### config.mk
export PLATFORM = sky130hd
export DESIGN_NAME = pbre_radius
export DESIGN_NICKNAME = d
export VERILOG_FILES = /design/src/pbre_pkg.sv /design/src/pbre_radius.sv
export SDC_FILE = /design/constraint.sdc
export NUM_CORES = 2
export LEC_CHECK = 0
export BUFFER_PORTS_ARGS = -buffer_cell sky130_fd_sc_hd__buf_2
export CORE_ASPECT_RATIO = 0.9
export CORE_UTILIZATION = 55
export DETAILED_ROUTE_END_ITERATION = 10
export PLACE_DENSITY = 0.72
export RECOVER_POWER = 25
export SYNTH_ARGS = -nofsm -noshare
export SYNTH_HDL_FRONTEND = slang
export SYNTH_SLANG_ARGS = --single-unit
### constraint.sdc
create_clock -name i_clk -period 26.4 [get_ports i_clk]
set_clock_uncertainty 0.1 [all_clocks]
set_input_delay 5.28 -clock i_clk [delete_from_list [all_inputs] [get_ports i_clk]]
set_output_delay 5.28 -clock i_clk [all_outputs]
set_load 0.05 [all_outputs]
### src/pbre_pkg.sv
package pbre_pkg;

    // Defaults for the module parameters.
    localparam int DEF_MAX_LAYERS   = 64;
    localparam int DEF_MAX_SECTORS  = 64;
    localparam int DEF_COORD_BITS   = 24;
    localparam int DEF_CORDIC_STEPS = 16;

    // Fixed field widths.
    localparam int MODE_W    = 2;
    localparam int IDX_OUT_W = 6;
    localparam int RAD_OUT_W = 24;
    localparam int CELL_W    = 25;
    localparam int ANGLE_W   = 24;
    localparam int CNT_W     = 9;
    localparam int CFG_IDX_W = 3;
    localparam int CFG_DAT_W = 32;
    localparam int COUNT_W   = 7;
    localparam int SCALE_W   = 32;
    localparam int HEIGHT_W  = 23;
    localparam int MARGIN_W  = 16;

    localparam logic [CELL_W-1:0]  CELL_MAX  = {CELL_W{1'b1}};
    localparam logic [ANGLE_W-1:0] HALF_TURN = 24'h800000;

    // Operation codes.
    localparam logic [MODE_W-1:0] MODE_CLEAR  = 2'd0;
    localparam logic [MODE_W-1:0] MODE_INSERT = 2'd1;
    localparam logic [MODE_W-1:0] MODE_QUERY  = 2'd2;

    // Configuration register indexes.
    localparam logic [CFG_IDX_W-1:0] CFG_LAYER_COUNT  = 3'd0;
    localparam logic [CFG_IDX_W-1:0] CFG_SECTOR_COUNT = 3'd1;
    localparam logic [CFG_IDX_W-1:0] CFG_LAYER_SCALE  = 3'd2;
    localparam logic [CFG_IDX_W-1:0] CFG_MAX_HEIGHT   = 3'd3;
    localparam logic [CFG_IDX_W-1:0] CFG_MARGIN       = 3'd4;
    localparam logic [CFG_IDX_W-1:0] CFG_MIN_RADIUS   = 3'd5;

    // Configuration reset values.
    localparam logic [COUNT_W-1:0]  RST_LAYER_COUNT  = 7'd8;
    localparam logic [COUNT_W-1:0]  RST_SECTOR_COUNT = 7'd8;
    localparam logic [SCALE_W-1:0]  RST_LAYER_SCALE  = 32'd65536;
    localparam logic [HEIGHT_W-1:0] RST_MAX_HEIGHT   = 23'd8388607;
    localparam logic [MARGIN_W-1:0] RST_MARGIN       = 16'd51;
    localparam logic [MARGIN_W-1:0] RST_MIN_RADIUS   = 16'd256;

    // Arctangent of 2^-i in units of 2^-24 turn.
    function automatic logic [ANGLE_W-1:0] atan_turn(input logic [4:0] idx);
        logic [ANGLE_W-1:0] v;
        case (idx)
            5'd0:  v = 24'd2097152;
            5'd1:  v = 24'd1238021;
            5'd2:  v = 24'd654136;
            5'd3:  v = 24'd332050;
            5'd4:  v = 24'd166669;
            5'd5:  v = 24'd83416;
            5'd6:  v = 24'd41718;
            5'd7:  v = 24'd20860;
            5'd8:  v = 24'd10430;
            5'd9:  v = 24'd5215;
            5'd10: v = 24'd2608;
            5'd11: v = 24'd1304;
            5'd12: v = 24'd652;
            5'd13: v = 24'd326;
            5'd14: v = 24'd163;
            5'd15: v = 24'd81;
            5'd16: v = 24'd41;
            5'd17: v = 24'd20;
            5'd18: v = 24'd10;
            5'd19: v = 24'd5;
            5'd20: v = 24'd3;
            5'd21: v = 24'd1;
            5'd22: v = 24'd1;
            default: v = 24'd0;
        endcase
        return v;
    endfunction

    // Zero acts as one, values above the maximum act as the maximum.
    function automatic logic [CNT_W-1:0] clamp_count(input logic [COUNT_W-1:0] c,
                                                     input logic [CNT_W-1:0] maxc);
        logic [CNT_W-1:0] v;
        v = CNT_W'(c);
        if (c == '0) begin
            v = CNT_W'(1);
        end else if (v > maxc) begin
            v = maxc;
        end
        return v;
    endfunction

endpackage

### src/pbre_radius.sv
module pbre_radius #(
    parameter int COORD_BITS = pbre_pkg::DEF_COORD_BITS
) (
    input  logic                          i_clk,
    input  logic                          i_rst_n,
    input  logic                          i_start,
    input  logic signed [COORD_BITS-1:0]  i_x,
    input  logic signed [COORD_BITS-1:0]  i_z,
    output logic                          o_done,
    output logic [COORD_BITS-1:0]         o_root
);
    import pbre_pkg::*;

    localparam int N  = COORD_BITS;
    localparam int SW = 2 * N;
    localparam int RW = N + 3;
    localparam int KW = $clog2(N + 1);

    typedef enum logic [1:0] {P_IDLE, P_SQX, P_SQZ, P_ITER} t_phase;

    t_phase                r_phase;
    logic [KW-1:0]         r_k;
    logic signed [N-1:0]   r_x;
    logic signed [N-1:0]   r_z;
    logic [SW-1:0]         r_sum;
    logic [RW-1:0]         r_rem;
    logic [N-1:0]          r_root;
    logic signed [N-1:0]   mul_op;
    logic [SW-1:0]         square;
    logic [RW-1:0]         rem_ext;
    logic [RW-1:0]         trial;

    // One shared multiplier squares x, then z.
    always_comb begin
        mul_op  = (r_phase == P_SQX) ? r_x : r_z;
        square  = SW'(mul_op * mul_op);
        rem_ext = {r_rem[N:0], r_sum[SW-1 -: 2]};
        trial   = {1'b0, r_root, 2'b01};
    end

    always_ff @(posedge i_clk) begin
        if (!i_rst_n) begin
            r_phase <= P_IDLE;
        end else begin
            case (r_phase)
                P_IDLE: if (i_start) r_phase <= P_SQX;
                P_SQX:  r_phase <= P_SQZ;
                P_SQZ:  r_phase <= P_ITER;
                P_ITER: if (r_k == KW'(N - 1)) r_phase <= P_IDLE;
                default: r_phase <= P_IDLE;
            endcase
        end
    end

    // Restoring square root, one result bit per cycle.
    always_ff @(posedge i_clk) begin
        case (r_phase)
            P_IDLE: begin
                if (i_start) begin
                    r_x <= i_x;
                    r_z <= i_z;
                end
            end
            P_SQX: begin
                r_sum <= square;
            end
            P_SQZ: begin
                r_sum  <= r_sum + square;
                r_rem  <= '0;
                r_root <= '0;
                r_k    <= '0;
            end
            P_ITER: begin
                r_sum <= {r_sum[SW-3:0], 2'b00};
                r_k   <= r_k + 1'b1;
                if (rem_ext >= trial) begin
                    r_rem  <= rem_ext - trial;
                    r_root <= {r_root[N-2:0], 1'b1};
                end else begin
                    r_rem  <= rem_ext;
                    r_root <= {r_root[N-2:0], 1'b0};
                end
            end
            default: ;
        endcase
    end

    assign o_done = (r_phase == P_IDLE);
    assign o_root = r_root;

endmodule

Yosys cells after proc, flatten, opt, wreduce, memory -nomap -nowiden:

Index checks and enable logic that the tools add are counted.

* register bits: 152
* output and inout port bits: 25
* logic and storage cells: 33

* $add $sub $neg: 3
* $mul: 1
* order comparisons: 1
* equal/unequal tests: 6
* muxes and demuxes: 10
* reductions and logical operators: 5

Operators with widths (count)
* $pmux 48 s3: 1
* $pmux 25 s2: 1
* $add 48x48->48: 1
* $mul 24x24->48: 1
* $pmux 24 s2: 1
* $ge 27x26->1: 1
* $mux 25: 1
* $sub 25x25->25: 1
* $mux 24: 1
* $pmux 5 s2: 1
* $pmux 2 s4: 1
* $add 5x1->5 const B: 1
* $eq 5x5->1 const B: 1
* $eq 2x2->1 const B: 2
* $mux 2: 2
* $ne 2x2->1 const B: 2
* $reduce_and 2->1: 2
* $reduce_bool 3->1: 1
* $eq 2x1->1 const B: 1
* $logic_not 2->1: 1
* $reduce_bool 2->1: 1
* $mux 1: 1

Logic depth before layout (Yosys ltp):

* depth in word-level cells: 5
* depth in mapped cells: 44
* depth with buffers taken out: 40

Least setup slack after synthesis:

No wires, ideal clock.

* path type: reg-to-reg
* from: reg r_phase[1]
* to: reg r_sum[47] (data pin)
* library setup time: 316 ps
* arrival time: 9937 ps
* required time: 25984 ps
* setup slack: 16047 ps
* cell stages (with the launch flop): 43
* buffers on the path: 4
* cells stage by stage: dfxtp_1 -> inv_1 -> ha_1 -> clkbuf_1 -> clkbuf_1 -> mux2_2 -> inv_1 -> clkbuf_1 -> nor2_1 -> fa_1 -> fa_1 -> inv_1 -> fa_1 -> inv_1 -> fa_1 -> inv_1 -> fa_1 -> inv_1 -> (+7 left out) -> a21o_1 -> o2111ai_1 -> a21oi_2 -> o41a_1 -> a31oi_1 -> xnor2_1 -> ha_1 -> clkbuf_1 -> nand2_1 -> nor4_1 -> nand2_1 -> or3_1 -> o21a_1 -> nand2b_1 -> o21ai_0 -> o211ai_1 -> xnor3_1 -> o221ai_1

* longest elaborated chain between the ends: 5
* elaborated cells on any way between the ends: 7

Ends and longest elaborated chain
* from (decl): RTL line pbre_radius.sv:21 `t_phase r_phase;`
* from (signal assigned): RTL line pbre_radius.sv:43 `r_phase <= P_IDLE;`
* from (signal assigned): RTL line pbre_radius.sv:46 `P_IDLE: if (i_start) r_phase <= P_SQX;`
* from (signal assigned): RTL line pbre_radius.sv:47 `P_SQX: r_phase <= P_SQZ;`
* $eq 2x1->1: RTL line pbre_radius.sv:35, pbre_radius.sv:57
* $mux 24: RTL line pbre_radius.sv:35 `mul_op = (r_phase == P_SQX) ? r_x : r_z;`
* $mul 24x24->48: RTL line pbre_radius.sv:36 `square = SW'(mul_op * mul_op);`
* $add 48x48->48: RTL line pbre_radius.sv:68 `r_sum <= r_sum + square;`
* $pmux 48 s3 *: RTL line pbre_radius.sv:57 `case (r_phase)`
* to (signal assigned): RTL line pbre_radius.sv:65 `r_sum <= square;`
* to (signal assigned): RTL line pbre_radius.sv:68
* to (signal assigned): RTL line pbre_radius.sv:74 `r_sum <= {r_sum[SW-3:0], 2'b00};`
* to (decl): RTL line pbre_radius.sv:25 `logic [SW-1:0] r_sum;`

Mark *: on every way between the ends. The rest lies on a longest branch, timed or not.
A chain may end at the register's enable or synchronous reset.

Worst setup path after layout:

* from: reg r_phase[1]
* to: reg r_sum[45] (data pin)

The elaborated chain is that of the path after synthesis.

==> run summary <==
final worst path period share = 0.452
Hold Path Class = flip-flop to flip-flop
vias in the first global route = 21910
crit path buf inv count = 8
Row Count = 78
die area = 0.0528 mm^2
post-synthesis sequential area ratio = 0.159
Reg2Reg Capture Point = r_sum[45]
Via Count = 20717
maximum root-to-sink buffer count = 2
Post-Place Cell Area = 0.0296 mm^2
Post-synth ARST share = 0
CP Class = flip-flop to flip-flop
Syn Area/Cell = 9.57 um^2
Worst-path clk slew = 0.08 ns
Worst Path Arrival = 12.09 ns
Syn Nets = 3802
drt via density = 5.59
top_reg_cell synth = edfxtp_1
share of the synthesized area in the top cell type = 0.389
status = finished, violations left
Worst Hold Depth = 2
Post-synth EDFFs = 150
clock sinks = 152
Post-synth top cells = inv_1 (736), fa_1 (554), nand2_1 (291)
Initial DRC Count = 1601
hold_buf cts = 0
# nets final = 3838
top cells by area, synth = fa_1 (39%), edfxtp_1 (16%), inv_1 (9.7%)
GRT Total Usage = 0.284
worst r2r path cells = 36
slack of the worst reg-to-reg path = 14.47 ns
Final Max Tran Viols = 191
IO Pins = 76
synthesized area = 0.0285 mm^2
worst-margin pin slew = 3.03 ns
Root Buffer = clkbuf_16
failing checks = max-capacitance violations, max-slew violations
r2r startpoint = r_phase[1]
Rel. slew slack = -1.02
crit end category = flip-flop
design area = 0.0302 mm^2
H-tree levels = 4
initial antenna violation count = 0
#FFs+latches synth = 152
clock latency on the worst-skew pair = 0.51 ns
Num CTS Buffers = 17
Top delay family on crit path = adder cells
Post-CTS Resized = 0
Ant. Diodes = 0
hold wc startpoint = r_phase[0]
Most common cell on crit path = fa_1
core area = 0.0507 mm^2
grt total ovfl = 0
FMAX = 83.8 MHz
Yosys cell types = 84
post-layout minimum cycle time = 11.93 ns
chip height = 218 um
Routability Congestion = 0.996
post-layout util = 0.595
ANT nets after route = 0
Slowest-stage cell, CP = ha_2
RSZ-0062 raised after global routing = no
Startpoint Class = flip-flop
chip width = 242 um
Worst Hold Endpoint = r_phase[0]
CTS tree = yes
Final Hold Viols = 0
WHS = 0.457 ns
most frequent cell after synthesis = inv_1
DR pass1 iterations = 6
CP peak stage delay = 0.90 ns
fraction of layout cells with a size suffix above 1 = 0.0581
drt drc = 0
max cap viols = 4
critical path required time = 26.55 ns
Final setup viols = 0
hpwl dp = 56.6 mm
Routed wire per std cell = 19.1 um
global-route wire length before repair = 116 mm
routed wire length = 70.7 mm
Synth Warn # = 0
Final TNS setup = 0 ns
Port Buffers = 75
Initial Utilization = 0.562
Area Overhead vs Synth = 5.92%
CP max FO = 27
Post-CTS Setup Inserts = 0
largest net degree at the start of global routing = 57
cell accounting for the most synthesized area = fa_1
Mapped Cells = 2978
layout make-up:
| cell class | instances | area, um^2 |
|---|---|---|
| clock buffer | 17 | 425 |
| clock inverter | 15 | 180 |
| fill | 4323 | 20600 |
| inverter | 742 | 2790 |
| multi-input combinational | 2004 | 20900 |
| sequential | 152 | 4540 |
| tap | 680 | 851 |
| timing repair buffer | 97 | 529 |
per-stage QoR:
stage,std cells,worst slack (ns)
5_1_grt,3707,13.95
2_1_floorplan,2978,16.05
6_report,3707,14.47
4_1_cts,3707,14.62
3_3_place_gp,3674,13.90
3_5_place_dp,3675,14.66
cell usage in the layout (no fill, tap or decap), types with 7 or more instances in the layout:
cell and count:
inv_1 735, fa_1 554, nand2_1 291, ha_1 218, nor2_1 216, edfxtp_1 150, a21oi_1 124, o21ai_0 80
xnor2_1 80, buf_2 75, a21o_1 58, xor2_1 41, a22oi_1 31, nand3_1 25, nor3_1 21, clkbuf_16 17
buf_4 17, mux2_2 16, o21a_1 15, o21bai_1 15, mux2i_1 14, a31oi_1 14, nor2b_1 12, and2_1 12
nand4_1 12, nand2b_1 11, a221o_1 11, a211oi_1 10, o31ai_1 9, and3_1 9, o211ai_1 8, or3_1 7
how the worst max path moves through the flow:
stage / startpoint / to / slack, ns / cells after the start
2_1_floorplan: r_phase[1] / r_sum[47] / 16.05 / 42
6_report: r_phase[1] / r_sum[45] / 14.47 / 36
5_1_grt: r_phase[1] / r_sum[41] / 13.95 / 36
3_5_place_dp: r_phase[1] / r_sum[45] / 14.66 / 38
3_3_place_gp: r_phase[1] / r_sum[45] / 13.90 / 40
4_1_cts: r_phase[1] / r_sum[45] / 14.62 / 36
state kept, by name (all words and copies together) (netlist names):
name / flops
r_sum: 48
r_rem: 25
o_root: 24
r_x: 24
r_z: 24
r_k: 5
r_phase: 2
routing by layer:
metal  wire [um]  share of wire  GRT usage
met1       28200           0.40      0.371
met2       34200           0.48      0.466
met3        5750          0.081     0.0549
met4        2600          0.037      0.116
met5           0              0          0
cells by family after synthesis:
logic type,count (synthesis),share of synthesized area
buffers and inverters,822,0.109
adder cells (fa/ha/maj),773,0.485
AND/OR/NAND/NOR,644,0.0961
AO/OA/AOI/OAI,435,0.102
flip-flops,152,0.159
XOR/XNOR,122,0.0380
multiplexers,30,0.0112
worst min-delay path, delay by kind of cell (launching register included):
family	cells	cell delay (ns)
DFF	1	0.35
and+or+nand+nor	2	0.17
Power is left out: the tool's default activity adds up to more than one toggle a clock period on the data nets, which glitch-free logic cannot reach.
