[config.mk]
export PLATFORM = sky130hd
export DESIGN_NAME = pbre_cordic
export DESIGN_NICKNAME = d
export VERILOG_FILES = /design/src/pbre_pkg.sv /design/src/pbre_cordic.sv
export SDC_FILE = /design/constraint.sdc
export NUM_CORES = 1
export LEC_CHECK = 0
export BUFFER_PORTS_ARGS = -buffer_cell sky130_fd_sc_hd__buf_4
export CORE_ASPECT_RATIO = 2
export CORE_MARGIN = 3
export CORE_UTILIZATION = 58
export DETAILED_ROUTE_END_ITERATION = 7
export MAX_ROUTING_LAYER = met4
export PLACE_DENSITY = 0.79
export RECOVER_POWER = 100
export SLEW_MARGIN = 20
export SYNTH_ARGS = -nofsm -noshare
export SYNTH_HDL_FRONTEND = slang
export SYNTH_SLANG_ARGS = --single-unit
[constraint.sdc]
create_clock -name i_clk -period 5.7 [get_ports i_clk]
set_clock_uncertainty 0.2 [all_clocks]
set_input_delay 0 -clock i_clk [delete_from_list [all_inputs] [get_ports i_clk]]
set_output_delay 0 -clock i_clk [all_outputs]
set_load 0.02 [all_outputs]
[src/pbre_pkg.sv]
package pbre_pkg;

    // Defaults for the module parameters.
    localparam int DEF_MAX_LAYERS   = 64;
    localparam int DEF_MAX_SECTORS  = 64;
    localparam int DEF_COORD_BITS   = 24;
    localparam int DEF_CORDIC_STEPS = 16;

    // Fixed field widths.
    localparam int MODE_W    = 2;
    localparam int IDX_OUT_W = 6;
    localparam int RAD_OUT_W = 24;
    localparam int CELL_W    = 25;
    localparam int ANGLE_W   = 24;
    localparam int CNT_W     = 9;
    localparam int CFG_IDX_W = 3;
    localparam int CFG_DAT_W = 32;
    localparam int COUNT_W   = 7;
    localparam int SCALE_W   = 32;
    localparam int HEIGHT_W  = 23;
    localparam int MARGIN_W  = 16;

    localparam logic [CELL_W-1:0]  CELL_MAX  = {CELL_W{1'b1}};
    localparam logic [ANGLE_W-1:0] HALF_TURN = 24'h800000;

    // Operation codes.
    localparam logic [MODE_W-1:0] MODE_CLEAR  = 2'd0;
    localparam logic [MODE_W-1:0] MODE_INSERT = 2'd1;
    localparam logic [MODE_W-1:0] MODE_QUERY  = 2'd2;

    // Configuration register indexes.
    localparam logic [CFG_IDX_W-1:0] CFG_LAYER_COUNT  = 3'd0;
    localparam logic [CFG_IDX_W-1:0] CFG_SECTOR_COUNT = 3'd1;
    localparam logic [CFG_IDX_W-1:0] CFG_LAYER_SCALE  = 3'd2;
    localparam logic [CFG_IDX_W-1:0] CFG_MAX_HEIGHT   = 3'd3;
    localparam logic [CFG_IDX_W-1:0] CFG_MARGIN       = 3'd4;
    localparam logic [CFG_IDX_W-1:0] CFG_MIN_RADIUS   = 3'd5;

    // Configuration reset values.
    localparam logic [COUNT_W-1:0]  RST_LAYER_COUNT  = 7'd8;
    localparam logic [COUNT_W-1:0]  RST_SECTOR_COUNT = 7'd8;
    localparam logic [SCALE_W-1:0]  RST_LAYER_SCALE  = 32'd65536;
    localparam logic [HEIGHT_W-1:0] RST_MAX_HEIGHT   = 23'd8388607;
    localparam logic [MARGIN_W-1:0] RST_MARGIN       = 16'd51;
    localparam logic [MARGIN_W-1:0] RST_MIN_RADIUS   = 16'd256;

    // Arctangent of 2^-i in units of 2^-24 turn.
    function automatic logic [ANGLE_W-1:0] atan_turn(input logic [4:0] idx);
        logic [ANGLE_W-1:0] v;
        case (idx)
            5'd0:  v = 24'd2097152;
            5'd1:  v = 24'd1238021;
            5'd2:  v = 24'd654136;
            5'd3:  v = 24'd332050;
            5'd4:  v = 24'd166669;
            5'd5:  v = 24'd83416;
            5'd6:  v = 24'd41718;
            5'd7:  v = 24'd20860;
            5'd8:  v = 24'd10430;
            5'd9:  v = 24'd5215;
            5'd10: v = 24'd2608;
            5'd11: v = 24'd1304;
            5'd12: v = 24'd652;
            5'd13: v = 24'd326;
            5'd14: v = 24'd163;
            5'd15: v = 24'd81;
            5'd16: v = 24'd41;
            5'd17: v = 24'd20;
            5'd18: v = 24'd10;
            5'd19: v = 24'd5;
            5'd20: v = 24'd3;
            5'd21: v = 24'd1;
            5'd22: v = 24'd1;
            default: v = 24'd0;
        endcase
        return v;
    endfunction

    // Zero acts as one, values above the maximum act as the maximum.
    function automatic logic [CNT_W-1:0] clamp_count(input logic [COUNT_W-1:0] c,
                                                     input logic [CNT_W-1:0] maxc);
        logic [CNT_W-1:0] v;
        v = CNT_W'(c);
        if (c == '0) begin
            v = CNT_W'(1);
        end else if (v > maxc) begin
            v = maxc;
        end
        return v;
    endfunction

endpackage

[src/pbre_cordic.sv]
module pbre_cordic #(
    parameter int COORD_BITS   = pbre_pkg::DEF_COORD_BITS,
    parameter int CORDIC_STEPS = pbre_pkg::DEF_CORDIC_STEPS
) (
    input  logic                              i_clk,
    input  logic                              i_rst_n,
    input  logic                              i_start,
    input  logic signed [COORD_BITS-1:0]      i_x,
    input  logic signed [COORD_BITS-1:0]      i_z,
    output logic                              o_done,
    output logic [pbre_pkg::ANGLE_W-1:0]      o_angle
);
    import pbre_pkg::*;

    localparam int VW = COORD_BITS + 3;
    localparam int IW = $clog2(CORDIC_STEPS + 1);

    logic                 r_run;
    logic [IW-1:0]        r_i;
    logic signed [VW-1:0] r_a;
    logic signed [VW-1:0] r_b;
    logic [ANGLE_W-1:0]   r_acc;
    logic signed [VW-1:0] da;
    logic signed [VW-1:0] db;
    logic [ANGLE_W-1:0]   step_angle;

    // One rotation per cycle, shift amount set by the iteration count.
    always_comb begin
        da         = r_b >>> r_i;
        db         = r_a >>> r_i;
        step_angle = atan_turn(5'(r_i));
    end

    always_ff @(posedge i_clk) begin
        if (!i_rst_n) begin
            r_run <= 1'b0;
        end else if (i_start) begin
            r_run <= 1'b1;
        end else if (r_run && r_i == IW'(CORDIC_STEPS - 1)) begin
            r_run <= 1'b0;
        end
    end

    // Vector state: fold the left half plane first, then iterate.
    always_ff @(posedge i_clk) begin
        if (i_start) begin
            r_i <= '0;
            if (i_z < 0) begin
                r_a   <= -VW'(i_z);
                r_b   <= -VW'(i_x);
                r_acc <= HALF_TURN;
            end else begin
                r_a   <= VW'(i_z);
                r_b   <= VW'(i_x);
                r_acc <= '0;
            end
        end else if (r_run) begin
            r_i <= r_i + 1'b1;
            if (r_b >= 0) begin
                r_a   <= r_a + da;
                r_b   <= r_b - db;
                r_acc <= r_acc + step_angle;
            end else begin
                r_a   <= r_a - da;
                r_b   <= r_b + db;
                r_acc <= r_acc - step_angle;
            end
        end
    end

    assign o_done  = !r_run;
    assign o_angle = r_acc;

endmodule

After elaboration in Yosys (flattened, before gate mapping)
Memories as Yosys holds them, arrays and structs flattened. A register that Yosys moved wholly into a read port is not among the register bits.
Index checks and enable logic that the tools add are counted.

cells by class
  mux-type cells = 16
  bitwise logic cells = 0
  shift-type cells = 2
  divide/modulo/power cells = 0
  reduce and logical (&&, ||, !) cells = 4
  $mul = 0
  equality and inequality tests = 1
  order comparisons = 2
  add/subtract/negate cells = 9

operators by type and width
  kind                                                                     number
  27-bit two-way mux                                                       8
  24-bit two-way mux                                                       4
  27-bit adder                                                             2
  24-bit negator with 27-bit output                                        2
  27-bit by 5-bit >>> shifter with 27-bit output                           2
  27-bit subtractor                                                        2
  27-bit by 1-bit >= comparator with 1-bit output (second input constant)  1
  24-bit adder                                                             1
  24-bit by 1-bit < comparator with 1-bit output (second input constant)   1
  24-bit subtractor                                                        1
  5-bit two-way mux                                                        2
  5-bit by 1-bit adder with 5-bit output (second input constant)           1
  5-bit by 4-bit equality test with 1-bit output (second input constant)   1
  2-bit nonzero test                                                       2
  1-bit two-way mux                                                        2
  1-bit logical AND                                                        1
  1-bit zero test                                                          1

storage, ports and cells
  memory bits (writable) = 0
  latch bits = 0
  bits in read-only memories = 704
  bits in registers = 84
  memories kept = 1

memories
  name             words  bits a word  read ports  clocked after memory_dff  wr ports  line            RTL
  (no name shown)  32     22           1           1                         0         pbre_pkg.sv:50  case (idx)

Depth between registers and ports, before layout
  depth in word-level cells = 5
  depth in mapped cells = 28

Least setup slack after synthesis
No wires, ideal clock.

  kind = register to register
  start = register r_i[0]
  end = register r_b[20] (data pin)
  path buffers = 3
  setup slack = -0.150 ns
  cell stages (with the launch flop) = 24
  setup time = 0.259 ns
  data arrival time = 5.391 ns
  period minus slack after synthesis = 5.850 ns
  data required time = 5.241 ns
  cell sequence = dfxtp_1 -> buf_2 -> buf_2 -> buf_2 -> mux4_2 -> mux4_2 -> nand2_1 -> o21ai_0 -> inv_1 -> ha_1 -> inv_1 -> or3_1 -> o21ai_0 -> xnor2_1 -> ha_1 -> or2_2 -> a21oi_1 -> a21oi_1 -> o21ai_0 -> o311a_1 -> a21oi_1 -> a2111oi_0 -> nor3_1 -> o31a_1

between the ends
  cells in the longest elaborated chain, start to end = 5

ends and longest elaborated chain
  what                                               line                                  RTL
  from (decl)                                        pbre_cordic.sv:19                     logic [IW-1:0] r_i;
  from (signal assigned)                             pbre_cordic.sv:58                     r_i <= r_i + 1'b1;
  27-bit by 5-bit >>> shifter with 27-bit output *   pbre_cordic.sv:30                     db = r_a >>> r_i;
  27-bit adder or 27-bit subtractor (tied branches)  pbre_cordic.sv:65, pbre_cordic.sv:61
  27-bit two-way mux *                               pbre_cordic.sv:59                     if (r_b >= 0) begin
  27-bit two-way mux *                               pbre_cordic.sv:57                     end else if (r_run) begin
  27-bit two-way mux *                               pbre_cordic.sv:46                     if (i_start) begin
  to (signal assigned)                               pbre_cordic.sv:50                     r_b <= -VW'(i_x);
  to (signal assigned)                               pbre_cordic.sv:61                     r_b <= r_b - db;
  to (signal assigned)                               pbre_cordic.sv:65                     r_b <= r_b + db;
  to (decl)                                          pbre_cordic.sv:21                     logic signed [VW-1:0] r_b;

Mark *: on every way between the ends. The rest lies on a longest branch, timed or not. The select of a mux whose other input is x is not followed.
A chain may end at the register's enable or synchronous reset.

Final worst setup path
  start = register r_i[1]
  end = register r_a[26] (data pin)

between the ends
  cells in the longest elaborated chain, start to end = 5

ends and longest elaborated chain
  what                                               line                                  RTL
  27-bit by 5-bit >>> shifter with 27-bit output *   pbre_cordic.sv:29                     da = r_b >>> r_i;
  27-bit subtractor or 27-bit adder (tied branches)  pbre_cordic.sv:64, pbre_cordic.sv:60
  27-bit two-way mux *                               pbre_cordic.sv:59
  27-bit two-way mux *                               pbre_cordic.sv:57
  27-bit two-way mux *                               pbre_cordic.sv:46
  to (signal assigned)                               pbre_cordic.sv:49                     r_a <= -VW'(i_z);
  to (signal assigned)                               pbre_cordic.sv:60                     r_a <= r_a + da;
  to (signal assigned)                               pbre_cordic.sv:64                     r_a <= r_a - da;
  to (decl)                                          pbre_cordic.sv:20                     logic signed [VW-1:0] r_a;

Marked as above.

==> impl_results.html <==
<table>
<tr><th>Metric</th><th>Value</th></tr>
<tr><th colspan="2">Run status</th></tr>
<tr><td>Status</td><td>finished, violations left</td></tr>
<tr><td>Violated checks</td><td>negative setup slack</td></tr>
<tr><th colspan="2">Die</th></tr>
<tr><td>Die boundary width</td><td>between 100 and 150 um</td></tr>
<tr><td>Initial Utilization</td><td>59.0%</td></tr>
<tr><td>Chip Height</td><td>229 um</td></tr>
<tr><td>Die footprint</td><td>26900 um^2</td></tr>
<tr><td>Site Rows</td><td>roughly 80</td></tr>
<tr><td>I/O Pins</td><td>76</td></tr>
<tr><td>Core region area</td><td>~24000 um^2</td></tr>
<tr><th colspan="2">Logic synthesis</th></tr>
<tr><td>Flip-flop and latch count after synthesis</td><td>106</td></tr>
<tr><td>Number of enable flip-flop cells after synthesis</td><td>78</td></tr>
<tr><td>Synth Area per Inst</td><td>8.57 um^2</td></tr>
<tr><td>Predominant post-synthesis flop cell</td><td>sky130_fd_sc_hd__edfxtp_1</td></tr>
<tr><td>Synth Instances</td><td>between 1500 and 2000</td></tr>
<tr><td>Async SR Flop Fraction</td><td>0%</td></tr>
<tr><td>Net count after synthesis</td><td>1829</td></tr>
<tr><td>Netlist area before placement</td><td>around 14000 um^2</td></tr>
<tr><td>Area share of the largest cell type after synthesis</td><td>16.2%</td></tr>
<tr><td>Proportion of synthesized chip area in sequential cells</td><td>20.1%</td></tr>
<tr><td>Count of synthesis-stage warnings from yosys</td><td>0</td></tr>
<tr><td>Largest cells by area after synthesis</td><td>sky130_fd_sc_hd__edfxtp_1, sky130_fd_sc_hd__mux4_2, sky130_fd_sc_hd__ha_1</td></tr>
<tr><td>Area leader, netlist</td><td>sky130_fd_sc_hd__edfxtp_1</td></tr>
<tr><td>Library cells used by synthesis</td><td>99</td></tr>
<tr><th colspan="2">Flow run</th></tr>
<tr><td>Number of max-cap violations</td><td>0</td></tr>
<tr><th colspan="2">STA</th></tr>
<tr><td>Final hold vios</td><td>0</td></tr>
<tr><td>Shortest clock period the worst path allows after layout</td><td>5780 ps</td></tr>
<tr><td>Setup Viol. Count Final</td><td>1</td></tr>
<tr><td>Number of max-slew violations in the final report</td><td>0</td></tr>
<tr><td>Achievable Freq</td><td>173 MHz</td></tr>
<tr><td>RSZ-0062 raised after global routing</td><td>true</td></tr>
<tr><td>Ratio of final minimum period to clock period</td><td>101%</td></tr>
<tr><td>Max-Slew Margin vs Limit</td><td>between 30% and 40%</td></tr>
<tr><td>Worst hold slack</td><td>between 15 and 20 ps</td></tr>
<tr><td>Setup TNS</td><td>-83.8 ps</td></tr>
<tr><td>Actual transition at the worst max-transition pin</td><td>913 ps</td></tr>
<tr><td>Worst-case setup margin in the final layout</td><td>-83.8 ps</td></tr>
<tr><th colspan="2">Worst setup path</th></tr>
<tr><td>Worst setup path category</td><td>reg -&gt; reg</td></tr>
<tr><td>Worst Path Arrival</td><td>roughly 5700 ps</td></tr>
<tr><td>Required @ worst endpoint</td><td>roughly 5700 ps</td></tr>
<tr><td>Critical Path Start Type</td><td>flop</td></tr>
<tr><td>Type of destination of the critical path</td><td>flop</td></tr>
<tr><td>Largest fanout of any net on the critical path</td><td>6</td></tr>
<tr><th colspan="2">Power</th></tr>
<tr><td>Proportion of power drawn by combinational gates</td><td>a little over 80%</td></tr>
<tr><td>Static leakage</td><td>7.54 nW</td></tr>
<tr><td>Switching power</td><td>about 0.0068 W</td></tr>
<tr><td>Total internal power</td><td>0.00700 W</td></tr>
<tr><td>Overall power after layout</td><td>approximately 0.014 W</td></tr>
<tr><td>Clock network fraction of design power</td><td>5.1%</td></tr>
<tr><td>Sequential power share</td><td>approximately 12%</td></tr>
<tr><td>Sw Share</td><td>49.2%</td></tr>
<tr><td>Maximum vdd ir drop</td><td>884 uV</td></tr>
<tr><td>PwrDens</td><td>759 nW/um^2</td></tr>
<tr><th colspan="2">Routing</th></tr>
<tr><td>Remaining DRCs</td><td>0</td></tr>
<tr><td>Drt first-iter violations</td><td>1541</td></tr>
<tr><td>Number of detailed-routing iterations run before antenna repair</td><td>7</td></tr>
<tr><td>Final wirelength</td><td>between 50 and 60 mm</td></tr>
<tr><td>Vias after detailed routing</td><td>15406</td></tr>
<tr><td>Routed via count divided by cell count</td><td>6.58</td></tr>
<tr><td>Final routed wire length divided by cell count</td><td>23.5 um</td></tr>
<tr><td>Final antenna-violating net count</td><td>0</td></tr>
<tr><th colspan="2">Placed design</th></tr>
<tr><td>Routability congestion estimate from global placement</td><td>1.14</td></tr>
<tr><td>Worst slack after detailed placement</td><td>-364 ps</td></tr>
<tr><td>Number of port buffers</td><td>75</td></tr>
<tr><td>HPWL after detailed placement</td><td>about 42 mm</td></tr>
<tr><th colspan="2">Finish</th></tr>
<tr><td>Fill cells</td><td>1853</td></tr>
<tr><td>Share of layout cells above drive strength 1</td><td>25.9%</td></tr>
<tr><td>Number of diodes added for antenna fixing</td><td>0</td></tr>
<tr><td>Count of nets after finishing</td><td>2149</td></tr>
<tr><td>P&amp;R area growth vs syn</td><td>25.9%</td></tr>
<tr><th colspan="2">Global routing</th></tr>
<tr><td>Vias in the first global route</td><td>15486</td></tr>
<tr><td>Global-route wire length before repair</td><td>84.5 mm</td></tr>
<tr><td>Global-route total usage across every layer</td><td>between 40% and 50%</td></tr>
<tr><td>Pin count of the biggest net entering global routing</td><td>78</td></tr>
<tr><td>Antenna violations before repair</td><td>0</td></tr>
<tr><td>Global route total overflow</td><td>0</td></tr>
<tr><th colspan="2">Clock tree</th></tr>
<tr><td>Cell at the root of the clock tree</td><td>sky130_fd_sc_hd__clkbuf_16</td></tr>
<tr><td>TritonCTS Buffers</td><td>9</td></tr>
<tr><td>Number of sinks on the clock net</td><td>roughly 110</td></tr>
<tr><td>Clock-pin slew reported for the worst setup and hold paths after clock tree synthesis</td><td>80 ps</td></tr>
<tr><td>Maximum buffer depth of the clock tree</td><td>2</td></tr>
<tr><td>Clock network latency to the later pin of the worst-skew pair</td><td>390 ps</td></tr>
<tr><td>CTS tree</td><td>built</td></tr>
<tr><td>H-tree lvl count</td><td>3</td></tr>
<tr><th colspan="2">Min path</th></tr>
<tr><td>Worst hold-check path type</td><td>in -&gt; reg</td></tr>
</table>
[layout by cell type (no fill, tap or decap), types with 23 or more instances in the layout]
master                          instances
sky130_fd_sc_hd__a21o_1                33
sky130_fd_sc_hd__a21oi_1              109
sky130_fd_sc_hd__buf_4                315
sky130_fd_sc_hd__clkbuf_1              25
sky130_fd_sc_hd__dfxtp_1               23
sky130_fd_sc_hd__dlygate4sd3_1         51
sky130_fd_sc_hd__edfxtp_1              78
sky130_fd_sc_hd__ha_1                  92
sky130_fd_sc_hd__inv_1                 44
sky130_fd_sc_hd__mux2_2                27
sky130_fd_sc_hd__mux2i_1               38
sky130_fd_sc_hd__mux4_2                55
sky130_fd_sc_hd__nand2_1              176
sky130_fd_sc_hd__nand2b_1              35
sky130_fd_sc_hd__nand3_1               39
sky130_fd_sc_hd__nor2_1               138
sky130_fd_sc_hd__nor3_1                30
sky130_fd_sc_hd__o21ai_0              109
sky130_fd_sc_hd__o31ai_1               24
sky130_fd_sc_hd__xnor2_1               84
sky130_fd_sc_hd__xor2_1                72
[worst max-delay path, stage by stage, from the launching register on]
cell and delay (ps):
sky130_fd_sc_hd__dfxtp_4 440, sky130_fd_sc_hd__mux4_2 540, sky130_fd_sc_hd__mux4_2 520, sky130_fd_sc_hd__mux2i_4 200, sky130_fd_sc_hd__o311ai_2 150, sky130_fd_sc_hd__nand4bb_4 250, sky130_fd_sc_hd__or4b_4 550, sky130_fd_sc_hd__o31ai_4 190
sky130_fd_sc_hd__xor2_1 170, sky130_fd_sc_hd__nor2_1 90, sky130_fd_sc_hd__ha_1 320, sky130_fd_sc_hd__a21o_1 190, sky130_fd_sc_hd__a21o_1 170, sky130_fd_sc_hd__a221o_1 360, sky130_fd_sc_hd__a22o_1 210, sky130_fd_sc_hd__o31a_1 300
sky130_fd_sc_hd__o21ai_2 160, sky130_fd_sc_hd__a21oi_1 100, sky130_fd_sc_hd__nor2b_1 140, sky130_fd_sc_hd__mux2_4 290
[power groups by stage]
| stage | Combinational, W | Sequential [W] | Clock, W |
|---|---|---|---|
| global route | 0.0123 | 0.00169 | 0.000727 |
| CTS | 0.0110 | 0.00165 | 0.000699 |
| global placement | 0.0104 | 0.00166 | 0 |
| finish | 0.0114 | 0.00167 | 0.000700 |
| floorplan | 0.00668 | 0.00172 | 0 |
| detailed placement | 0.0107 | 0.00168 | 0 |
[sequential cells by signal, summed over array words and instances, names as in the netlist]
name,count
step_angle,22
o_angle,24
r_run,1
r_i,5
r_b,27
r_a,27
[final cells by class]
class                      instances  area, um^2  area share [%]
sequential                       106        2910            16.0
inverter                          47         176           0.972
tap                              332         415            2.29
clock buffer                       9         225            1.24
multi-input combinational       1435       11100            61.1
timing repair buffer             404        3220            17.7
clock inverter                     7         105           0.579
[repair_timing]
item / in CTS / in global routing
setup buffers: 15 / 4
endpoints found under the setup margin: 18 / 25
resized for setup: 34 / 49
hold endpoints to repair: 52 / 0
hold buffers: 51 / 0
gates cloned: 1 / 0
pin swaps: 15 / 11
[Yosys cell counts, drive strengths merged, types with 5 or more instances]
cell and instances:
a21o 33, o31ai 30, mux4 64, mux2 32, a31oi 13, or3 16
nor3 36, nor4 14, edfxtp 78, nand3b 5, nand3 39, ha 92
inv 46, a311oi 5, buf 44, xor2 72, o41ai 11, o22ai 14
nor2 139, o311ai 10, mux2i 43, o21a 20, dfxtp 28, and2 7
a21boi 10, a211o 7, o211ai 16, and3 14, or4 9, nor2b 11
o31a 6, o21ai 129, xnor2 85, nor3b 8, o21bai 6, a21oi 114
or2 17, nand2b 36, clkbuf 51, nand2 178, a22oi 6, a211oi 16
[metrics by stage]
stage | area (um^2) | cells | util, %
floorplan | 14400 | 1683 | -
global placement | 16900 | 2253 | 69.3
detailed placement | 16900 | 2253 | 69.3
CTS | 18000 | 2336 | 73.7
global route | 18200 | 2340 | 74.3
finish | 18200 | 2340 | 74.3
[path summary, 6_finish.rpt]
kind / start / endpoint / slack (ps) / cells after the start
setup reg to reg: r_i[1] / r_a[26] / -80 / 19
setup / recovery: r_i[1] / r_a[26] / -80 / 19
hold / removal: i_z[20] / r_a[20] / 20 / 4
hold reg to reg: o_angle[0] / o_angle[0] / 520 / 2
[kinds of logic (layout without fill, tap and decap cells)]
family                     count (synthesis)  after routing  synth area share, %
AOI/OAI and AO/OA                        492            492                 22.4
muxes                                    139            139                 16.0
adders and majority gates                 95             95                 8.40
xor gates and xnor gates                 158            158                 9.69
and+or+nand+nor                          551            551                 18.7
buffers and inverters                    142            467                 4.64
DFF                                      106            106                 20.1
[per-layer routing]
layer	GRT usage [%]	up-vias	wire length (um)
met4	31.5	0	5650
met3	6.08	320	3380
li1	-	6989	-
met1	39.4	7334	18000
met2	72.9	763	27900
met5	-	-	0
(Power assumes the default switching activity.)
